### src/rtl/bcs_pkg.sv
// Shared types and constants for the Bezier curve sampler.
package bcs_pkg;

  localparam int MAX_STEPS = 64;
  localparam int IDX_W     = $clog2(MAX_STEPS);
  localparam int W_W       = 3 * IDX_W;
  localparam int PROD_W    = 32 + W_W + 1;
  localparam int SUM_W     = PROD_W + 2;
  localparam int NUM_W     = SUM_W - 1;
  localparam int Q_W       = 32;

  localparam logic FUNC_QUAD  = 1'b0;
  localparam logic FUNC_CUBIC = 1'b1;

  typedef struct packed {
    logic               func;
    logic signed [31:0] p0_x;
    logic signed [31:0] p0_y;
    logic signed [31:0] p1_x;
    logic signed [31:0] p1_y;
    logic signed [31:0] p2_x;
    logic signed [31:0] p2_y;
    logic signed [31:0] p3_x;
    logic signed [31:0] p3_y;
    logic [7:0]         sample_count;
  } curve_t;

  typedef struct packed {
    logic signed [31:0] point_x;
    logic signed [31:0] point_y;
    logic               last;
  } point_t;

  typedef struct packed {
    logic              valid;
    logic              last;
    logic              cubic;
    logic [IDX_W-1:0]  a;
    logic [IDX_W-1:0]  b;
    logic [IDX_W-1:0]  d;
    logic [3:0][31:0]  px;
    logic [3:0][31:0]  py;
  } issue_t;

  typedef struct packed {
    logic             valid;
    logic             last;
    logic             neg_x;
    logic             neg_y;
    logic [NUM_W-1:0] mag_x;
    logic [NUM_W-1:0] mag_y;
    logic [W_W-1:0]   den;
  } div_in_t;

endpackage

### src/rtl/bcs_seq.sv
// Curve sequencer: holds one curve and issues one sample index per cycle.
module bcs_seq import bcs_pkg::*; (
  input  logic   clk,
  input  logic   rst,
  input  logic   start,
  output logic   busy,
  input  curve_t curve,
  output issue_t issue
);

  logic             active;
  logic             cubic;
  logic [IDX_W-1:0] d;
  logic [IDX_W-1:0] i;
  logic [3:0][31:0] px;
  logic [3:0][31:0] py;
  logic [IDX_W-1:0] d_next;
  logic             at_end;
  logic             accept;

  assign at_end = (i == d);
  assign busy   = active && !at_end;
  assign accept = start && !busy;

  always_comb begin
    if (curve.sample_count < 8'd2 || curve.sample_count > 8'(MAX_STEPS)) begin
      d_next = IDX_W'(MAX_STEPS - 1);
    end else begin
      d_next = IDX_W'(curve.sample_count - 8'd1);
    end
  end

  always_ff @(posedge clk) begin
    if (rst) begin
      active <= 1'b0;
      i      <= '0;
    end else if (accept) begin
      active <= 1'b1;
      i      <= '0;
      d      <= d_next;
      cubic  <= (curve.func == FUNC_CUBIC);
      px     <= {curve.p3_x, curve.p2_x, curve.p1_x, curve.p0_x};
      py     <= {curve.p3_y, curve.p2_y, curve.p1_y, curve.p0_y};
    end else if (active) begin
      if (at_end) begin
        active <= 1'b0;
      end else begin
        i <= i + IDX_W'(1);
      end
    end
  end

  always_comb begin
    issue.valid = active;
    issue.last  = at_end;
    issue.cubic = cubic;
    issue.a     = d - i;
    issue.b     = i;
    issue.d     = d;
    issue.px    = px;
    issue.py    = py;
  end

endmodule

### config.mk
export PLATFORM = sky130hd
export DESIGN_NAME = bcs_seq
export DESIGN_NICKNAME = d
export VERILOG_FILES = /design/src/rtl/bcs_pkg.sv /design/src/rtl/bcs_seq.sv
export SDC_FILE = /design/constraint.sdc
export NUM_CORES = 1
export LEC_CHECK = 0
export CORE_AREA = 2 2 215 217
export CTS_CLUSTER_DIAMETER = 40
export CTS_CLUSTER_SIZE = 25
export DETAILED_ROUTE_END_ITERATION = 6
export DIE_AREA = 0 0 217 219
export DONT_BUFFER_PORTS = 1
export PLACE_DENSITY_LB_ADDON = 0.05
export SETUP_SLACK_MARGIN = 0.05
export SYNTH_ARGS = -nofsm -noshare
export SYNTH_HDL_FRONTEND = slang
export SYNTH_SLANG_ARGS = --single-unit
### constraint.sdc
create_clock -name clk -period 26.5 [get_ports clk]
set_input_delay 1.325 -clock clk [delete_from_list [all_inputs] [get_ports clk]]
set_output_delay 1.325 -clock clk [all_outputs]
set_load 0.005 [all_outputs]
==> results of run 1 <==
[critical path, stage by stage, from the launching register on]
cell and delay (ns):
sky130_fd_sc_hd__dfxtp_1 0.49, sky130_fd_sc_hd__inv_1 0.11, sky130_fd_sc_hd__ha_1 0.40, sky130_fd_sc_hd__nand4_2 0.13, sky130_fd_sc_hd__o31a_1 0.45, sky130_fd_sc_hd__nor3b_2 0.62
sky130_fd_sc_hd__buf_4 0.78, sky130_fd_sc_hd__buf_4 0.93
[cell families (layout without fill, tap and decap cells)]
kind of cell	Yosys count	in the layout
XOR/XNOR	8	8
other	0	2
AO/OA/AOI/OAI	20	20
flip-flops	270	270
buffers and inverters	18	103
adder cells (fa/ha/maj)	8	8
multiplexers	2	2
AND/OR/NAND/NOR	44	44
[power by group]
part	internal [mW]	total (mW)	switching, mW
clock	0.372	0.583	0.210
combinational	0.00268	0.0139	0.0112
sequential	0.490	0.501	0.0109
[registers in the layout (all words and copies together) (netlist names)]
| register | flops |
|---|---|
| i | 6 |
| d | 6 |
| active | 1 |
| issue | 256 |
| cubic | 1 |
[per-layer routing]
layer	global-route usage (%)	share of wire [%]
met1	8.99	29
met2	19.5	56
met3	6.78	13
met4	4.04	2.6
met5	0	0.20
[final cells by class]
type,count,area [um^2],area share (%)
tap,600,751,6.84
multi-input combinational,82,558,5.09
inverter,12,45.0,0.411
clock inverter,34,324,2.95
clock buffer,53,1220,11.1
sequential,270,8040,73.3
antenna,2,5.00,0.0456
timing repair buffer,4,30.0,0.274
[cells in the final DEF, fill, tap and decap left out, types with 3 or more instances in the layout]
| cell type | synthesis | layout |
|---|---|---|
| sky130_fd_sc_hd__ha_1 | 7 | 7 |
| sky130_fd_sc_hd__clkbuf_16 | 0 | 48 |
| sky130_fd_sc_hd__nand2_1 | 16 | 16 |
| sky130_fd_sc_hd__nand3_1 | 5 | 5 |
| sky130_fd_sc_hd__inv_1 | 12 | 12 |
| sky130_fd_sc_hd__inv_6 | 0 | 4 |
| sky130_fd_sc_hd__clkinv_4 | 0 | 6 |
| sky130_fd_sc_hd__dfxtp_1 | 7 | 7 |
| sky130_fd_sc_hd__clkinv_1 | 0 | 7 |
| sky130_fd_sc_hd__nor3_1 | 3 | 3 |
| sky130_fd_sc_hd__o21ai_0 | 4 | 4 |
| sky130_fd_sc_hd__a21oi_1 | 5 | 5 |
| sky130_fd_sc_hd__edfxtp_1 | 263 | 263 |
| sky130_fd_sc_hd__nor2_1 | 10 | 10 |
| sky130_fd_sc_hd__clkinvlp_4 | 0 | 3 |
| sky130_fd_sc_hd__buf_4 | 3 | 4 |
| sky130_fd_sc_hd__xnor2_1 | 4 | 4 |
| sky130_fd_sc_hd__clkinv_2 | 0 | 8 |
| sky130_fd_sc_hd__xor2_1 | 4 | 4 |
| sky130_fd_sc_hd__clkbuf_1 | 1 | 5 |
| sky130_fd_sc_hd__bufinv_16 | 0 | 4 |
[per-stage QoR]
step                power [mW]  instances  setup slack, ns
floorplan                0.526        370             4.71
global placement         0.525        968            22.18
detailed placement       0.524        968            22.04
CTS                       1.12       1055            22.04
global route              1.14       1055            21.73
finish                    1.10       1057            22.08
[final timing paths]
path	endpoint	slack [ns]	cells after the start
worst min register to register	i[2]	0.54	2
worst min-delay path	i[2]	0.54	2
worst max register to register	issue[252]	22.08	7
worst max-delay path	issue[252]	22.08	7
==> run_summary.xml, run 1 <==
<?xml version="1.0" encoding="UTF-8"?>
<metrics>
  <group name="run_status">
    <metric name="result_of_the_run" unit="">complete, no violations</metric>
  </group>
  <group name="synth">
    <metric name="ys_dominant_reg_cell" unit="">sky130_fd_sc_hd__edfxtp_1</metric>
    <metric name="synth_area" unit="um^2">8680</metric>
    <metric name="synth_common_cells" unit="">263 x sky130_fd_sc_hd__edfxtp_1, 16 x sky130_fd_sc_hd__nand2_1, 12 x sky130_fd_sc_hd__inv_1</metric>
    <metric name="synth_top_area_cell" unit="">sky130_fd_sc_hd__edfxtp_1</metric>
    <metric name="synth_edf_count" unit="">263</metric>
    <metric name="yosys.cell_types.count" unit="">38</metric>
    <metric name="post_synth.cell_area_avg" unit="um^2">23.5</metric>
    <metric name="asyncSetResetFlopFracSynth" unit="%">0</metric>
    <metric name="synth-seq-area-share" unit="%">92.6</metric>
    <metric name="netlist_instances" unit="">370</metric>
    <metric name="yosys_register_bits" unit="">270</metric>
    <metric name="synth_compound_area_share" unit="%">1.64</metric>
    <metric name="post_synth_xor_area_fraction" unit="%">0.807</metric>
    <metric name="synthDominantCellAreaShare" unit="%">91.0</metric>
    <metric name="synthMostInstantiatedCell" unit="">sky130_fd_sc_hd__edfxtp_1</metric>
    <metric name="yosys.area_share.simple" unit="%">2.44</metric>
    <metric name="post_synth_adder_cell_area" unit="%">1.24</metric>
    <metric name="synth.area.mux_share" unit="%">0.245</metric>
    <metric name="postSynthNetCount" unit="">646</metric>
    <metric name="yosysWarnings" unit="">0</metric>
    <metric name="combinational_family_with_the_most_area_after_synthesis" unit="">simple AND/OR/NAND/NOR gates</metric>
    <metric name="main_area_contributors_after_synthesis" unit="">sky130_fd_sc_hd__edfxtp_1 91%, sky130_fd_sc_hd__dfxtp_1 1.6%, sky130_fd_sc_hd__ha_1 1.0%</metric>
  </group>
  <group name="worst_setup_path">
    <metric name="worstSetupPathType" unit="">flip-flop to flip-flop</metric>
    <metric name="crit_path_max_fanout" unit="">82</metric>
    <metric name="worst_ep_arrival_time" unit="ns">4.59</metric>
    <metric name="start_kind" unit="">flip-flop</metric>
    <metric name="required" unit="ns">26.68</metric>
    <metric name="timing.rr.start" unit="">i[3]</metric>
    <metric name="worst_setup_path_startpoint" unit="">i[3]</metric>
    <metric name="crit_path_end_kind" unit="">flip-flop</metric>
  </group>
  <group name="grt">
    <metric name="pin_count_of_the_biggest_net_entering_global_routing" unit="">83</metric>
    <metric name="number_of_antenna_violations_at_the_first_check_in_global_routing" unit="">9</metric>
    <metric name="overflow" unit="">0</metric>
    <metric name="global_route_wire_length_before_repair" unit="um">34300</metric>
    <metric name="first_global_vias" unit="">4098</metric>
    <metric name="gr-usage-all-layers" unit="%">10.6</metric>
  </group>
  <group name="die">
    <metric name="die_height" unit="um">219</metric>
    <metric name="io_pins" unit="">546</metric>
    <metric name="floorplan.initialDensity" unit="%">19.2</metric>
    <metric name="fp.dieW" unit="um">217</metric>
    <metric name="design.die.area" unit="um^2">47500</metric>
    <metric name="rows" unit="">78</metric>
    <metric name="fp.coreArea" unit="um^2">45100</metric>
  </group>
  <group name="sta">
    <metric name="number_of_hold_violations_in_the_final_report" unit="">0</metric>
    <metric name="fin_setup_tns" unit="ns">0</metric>
    <metric name="finalClockSkew" unit="ns">0.0280</metric>
    <metric name="final-max-slew-violation-count" unit="">0</metric>
    <metric name="final.hold.worst_slack" unit="ns">0.542</metric>
    <metric name="setup-violations-final" unit="">0</metric>
    <metric name="slew-limit-headroom" unit="%">28.0</metric>
    <metric name="timing_worst_slew_pin_value" unit="ns">1.08</metric>
    <metric name="unrepaired_setup_endpoints_after_global_routing" unit="">no</metric>
    <metric name="timing.final.crit_share" unit="%">16.7</metric>
    <metric name="crit_path_time_final" unit="ns">4.42</metric>
    <metric name="max_freq" unit="GHz">0.226</metric>
  </group>
  <group name="cts">
    <metric name="tritoncts" unit="">yes</metric>
    <metric name="clock_path_buffers" unit="">3</metric>
    <metric name="worst_skew_pair.late_latency" unit="ns">0.56</metric>
    <metric name="tritoncts.num_buffers" unit="">47</metric>
    <metric name="post_cts.resized_instances" unit="">0</metric>
    <metric name="maximum_level_of_the_cts_h_tree" unit="">2</metric>
    <metric name="holdBufCountCts" unit="">0</metric>
    <metric name="clockRootBuffer" unit="">sky130_fd_sc_hd__clkbuf_16</metric>
    <metric name="cts.sinks" unit="">270</metric>
    <metric name="clk_pin_slew_worst_paths" unit="ns">0.05</metric>
    <metric name="post_cts.repair.setup_buffers" unit="">0</metric>
  </group>
  <group name="detailed_routing">
    <metric name="vias_per_std_cell" unit="">3.61</metric>
    <metric name="detailed_route_iter0_violations" unit="">322</metric>
    <metric name="wirelength" unit="um">27000</metric>
    <metric name="remaining_drc_errors" unit="">0</metric>
    <metric name="dr_total_vias" unit="">3813</metric>
    <metric name="route.antenna.remaining_nets" unit="">0</metric>
    <metric name="wire_length_per_cell_after_detailed_routing" unit="um">25.6</metric>
    <metric name="total_iterations_of_the_first_detailed_routing_run" unit="">4</metric>
  </group>
  <group name="placed_design">
    <metric name="placed_cell_area" unit="um^2">9420</metric>
    <metric name="finalWeightedCongestion" unit="">0.831</metric>
    <metric name="placement.io_buffers" unit="">0</metric>
    <metric name="detailedPlacementHpwl" unit="um">20800</metric>
  </group>
  <group name="power">
    <metric name="worst_voltage_drop_across_the_vdd_grid" unit="mV">0.0397</metric>
    <metric name="power_density" unit="nW/um^2">100</metric>
    <metric name="leakagePower" unit="nW">3.49</metric>
  </group>
  <group name="cells_and_area">
    <metric name="fin_util" unit="%">24.3</metric>
    <metric name="syn_to_final_growth" unit="%">26.4</metric>
    <metric name="filler_cell_count" unit="">4590</metric>
    <metric name="final_layout_size_suffix_gt1_share" unit="%">18.9</metric>
    <metric name="finalNetCount" unit="">693</metric>
    <metric name="final_design_area_no_fill" unit="um^2">11000</metric>
  </group>
  <group name="hold_path">
    <metric name="hold_path_class" unit="">flip-flop to flip-flop</metric>
    <metric name="holdCritStartpoint" unit="">i[2]</metric>
  </group>
  <group name="flow_run">
    <metric name="max_cap_viol_count" unit="">0</metric>
  </group>
</metrics>
No activity file was read; power rests on OpenSTA's default activity.
==> run 2: changes to the inputs <==
- clock period: 26.5 -> 3.6 ns (I/O delays scaled with it)
==> run_summary.xml, run 2 <==
<?xml version="1.0" encoding="UTF-8"?>
<metrics>
  <group name="run_status">
    <metric name="result_of_the_run" unit="">stopped before the end</metric>
    <metric name="last_stage_reached" unit="">4_1_cts</metric>
    <metric name="tool.error" unit="">[ERROR RSZ-0060] Max buffer count reached.</metric>
  </group>
  <group name="placed_design">
    <metric name="placement.io_buffers" unit="">0</metric>
    <metric name="detailedPlacementHpwl" unit="um">20600</metric>
    <metric name="placed_cell_area" unit="um^2">9550</metric>
    <metric name="finalWeightedCongestion" unit="">0.774</metric>
    <metric name="detailedPlace.worstSlack" unit="ns">0.744</metric>
  </group>
  <group name="cts">
    <metric name="clockRootBuffer" unit="">sky130_fd_sc_hd__clkbuf_16</metric>
    <metric name="post_cts.resized_instances" unit="">0</metric>
    <metric name="maximum_level_of_the_cts_h_tree" unit="">2</metric>
    <metric name="clock_path_buffers" unit="">3</metric>
    <metric name="tritoncts.num_buffers" unit="">48</metric>
    <metric name="holdBufCountCts" unit="">213</metric>
    <metric name="post_cts.repair.setup_buffers" unit="">0</metric>
    <metric name="cts.sinks" unit="">270</metric>
  </group>
  <group name="synth">
    <metric name="synthMostInstantiatedCell" unit="">sky130_fd_sc_hd__edfxtp_1</metric>
    <metric name="synth_top_area_cell" unit="">sky130_fd_sc_hd__edfxtp_1</metric>
    <metric name="synth_edf_count" unit="">263</metric>
    <metric name="synth_area" unit="um^2">8680</metric>
    <metric name="yosysWarnings" unit="">0</metric>
    <metric name="synth_common_cells" unit="">263 x sky130_fd_sc_hd__edfxtp_1, 16 x sky130_fd_sc_hd__nand2_1, 12 x sky130_fd_sc_hd__inv_1</metric>
    <metric name="synth-seq-area-share" unit="%">92.6</metric>
    <metric name="synthDominantCellAreaShare" unit="%">91.0</metric>
    <metric name="ys_dominant_reg_cell" unit="">sky130_fd_sc_hd__edfxtp_1</metric>
    <metric name="main_area_contributors_after_synthesis" unit="">sky130_fd_sc_hd__edfxtp_1 91%, sky130_fd_sc_hd__dfxtp_1 1.6%, sky130_fd_sc_hd__ha_1 1.0%</metric>
    <metric name="netlist_instances" unit="">370</metric>
    <metric name="yosys_register_bits" unit="">270</metric>
    <metric name="post_synth.cell_area_avg" unit="um^2">23.5</metric>
    <metric name="postSynthNetCount" unit="">646</metric>
    <metric name="asyncSetResetFlopFracSynth" unit="%">0</metric>
    <metric name="yosys.cell_types.count" unit="">38</metric>
  </group>
  <group name="die">
    <metric name="io_pins" unit="">546</metric>
    <metric name="rows" unit="">78</metric>
    <metric name="die_height" unit="um">219</metric>
    <metric name="floorplan.initialDensity" unit="%">19.2</metric>
    <metric name="fp.dieW" unit="um">217</metric>
  </group>
</metrics>
[run 2: metrics by stage]
step	cells	hold WS (ns)
3_5_place_dp	969	0.245
3_3_place_gp	969	0.243
2_1_floorplan	370	0.279
[run 2: kinds of logic after synthesis]
logic type	after synthesis	share of synthesized area (%)
buffers and inverters	18	1.01
and+or+nand+nor	44	2.44
xor gates and xnor gates	8	0.807
AOI/OAI and AO/OA	20	1.64
DFF	270	92.6
muxes	2	0.245
adders and majority gates	8	1.24
==> run 3: changes to the inputs <==
- CTS_CLUSTER_DIAMETER: 40 -> not set
- CTS_CLUSTER_SIZE: 25 -> not set
- PLACE_DENSITY_LB_ADDON: 0.05 -> 0.15
- SETUP_SLACK_MARGIN: 0.05 -> not set
- clock period: 3.6 -> 4.7 ns (I/O delays scaled with it)
==> run_summary.xml, run 3 <==
<?xml version="1.0" encoding="UTF-8"?>
<metrics>
  <group name="run_status">
    <metric name="result_of_the_run" unit="">stopped before the end</metric>
    <metric name="last_stage_reached" unit="">4_1_cts</metric>
    <metric name="tool.error" unit="">[ERROR RSZ-0060] Max buffer count reached.</metric>
  </group>
  <group name="synth">
    <metric name="combinational_family_with_the_most_area_after_synthesis" unit="">simple AND/OR/NAND/NOR gates</metric>
    <metric name="synthMostInstantiatedCell" unit="">sky130_fd_sc_hd__edfxtp_1</metric>
    <metric name="netlist_instances" unit="">370</metric>
    <metric name="main_area_contributors_after_synthesis" unit="">sky130_fd_sc_hd__edfxtp_1 91%, sky130_fd_sc_hd__dfxtp_1 1.6%, sky130_fd_sc_hd__ha_1 1.0%</metric>
    <metric name="yosysWarnings" unit="">0</metric>
    <metric name="synthDominantCellAreaShare" unit="%">91.0</metric>
    <metric name="yosys.area_share.simple" unit="%">2.44</metric>
    <metric name="synth_compound_area_share" unit="%">1.64</metric>
    <metric name="synth_edf_count" unit="">263</metric>
    <metric name="post_synth_xor_area_fraction" unit="%">0.807</metric>
    <metric name="post_synth.cell_area_avg" unit="um^2">23.5</metric>
    <metric name="synth-seq-area-share" unit="%">92.6</metric>
    <metric name="post_synth_adder_cell_area" unit="%">1.24</metric>
    <metric name="postSynthNetCount" unit="">646</metric>
    <metric name="synth_area" unit="um^2">8680</metric>
    <metric name="synth.area.mux_share" unit="%">0.245</metric>
    <metric name="synth_top_area_cell" unit="">sky130_fd_sc_hd__edfxtp_1</metric>
    <metric name="ys_dominant_reg_cell" unit="">sky130_fd_sc_hd__edfxtp_1</metric>
    <metric name="yosys_register_bits" unit="">270</metric>
    <metric name="asyncSetResetFlopFracSynth" unit="%">0</metric>
    <metric name="yosys.cell_types.count" unit="">38</metric>
    <metric name="synth_common_cells" unit="">263 x sky130_fd_sc_hd__edfxtp_1, 16 x sky130_fd_sc_hd__nand2_1, 12 x sky130_fd_sc_hd__inv_1</metric>
  </group>
  <group name="die">
    <metric name="fp.dieW" unit="um">217</metric>
    <metric name="io_pins" unit="">546</metric>
    <metric name="die_height" unit="um">219</metric>
    <metric name="rows" unit="">78</metric>
    <metric name="floorplan.initialDensity" unit="%">19.2</metric>
  </group>
  <group name="placed_design">
    <metric name="finalWeightedCongestion" unit="">0.795</metric>
    <metric name="placement.io_buffers" unit="">0</metric>
    <metric name="detailedPlace.worstSlack" unit="ns">1.48</metric>
    <metric name="detailedPlacementHpwl" unit="um">18100</metric>
  </group>
  <group name="cts">
    <metric name="holdBufCountCts" unit="">206</metric>
    <metric name="clockRootBuffer" unit="">sky130_fd_sc_hd__clkbuf_16</metric>
    <metric name="tritoncts.num_buffers" unit="">29</metric>
    <metric name="post_cts.repair.setup_buffers" unit="">0</metric>
    <metric name="maximum_level_of_the_cts_h_tree" unit="">1</metric>
    <metric name="cts.sinks" unit="">270</metric>
    <metric name="post_cts.resized_instances" unit="">0</metric>
    <metric name="clock_path_buffers" unit="">3</metric>
  </group>
</metrics>
-- run 3: cell counts after synthesis --
No cell type changed its count.
-- run 3: kinds of logic after synthesis --
group | count (synthesis)
flops | 270
simple gates | 44
compound gates | 20
buf+inv | 18
xor+xnor | 8
fa+ha+maj | 8
mux | 2
-- run 3: stage by stage --
step                      hold WS, ns  cells  setup TNS, ns  cell area, um^2
after floorplan                 0.334    370        -966.87             8750
after global placement          0.300    972              0             9550
after detailed placement        0.303    972              0             9550
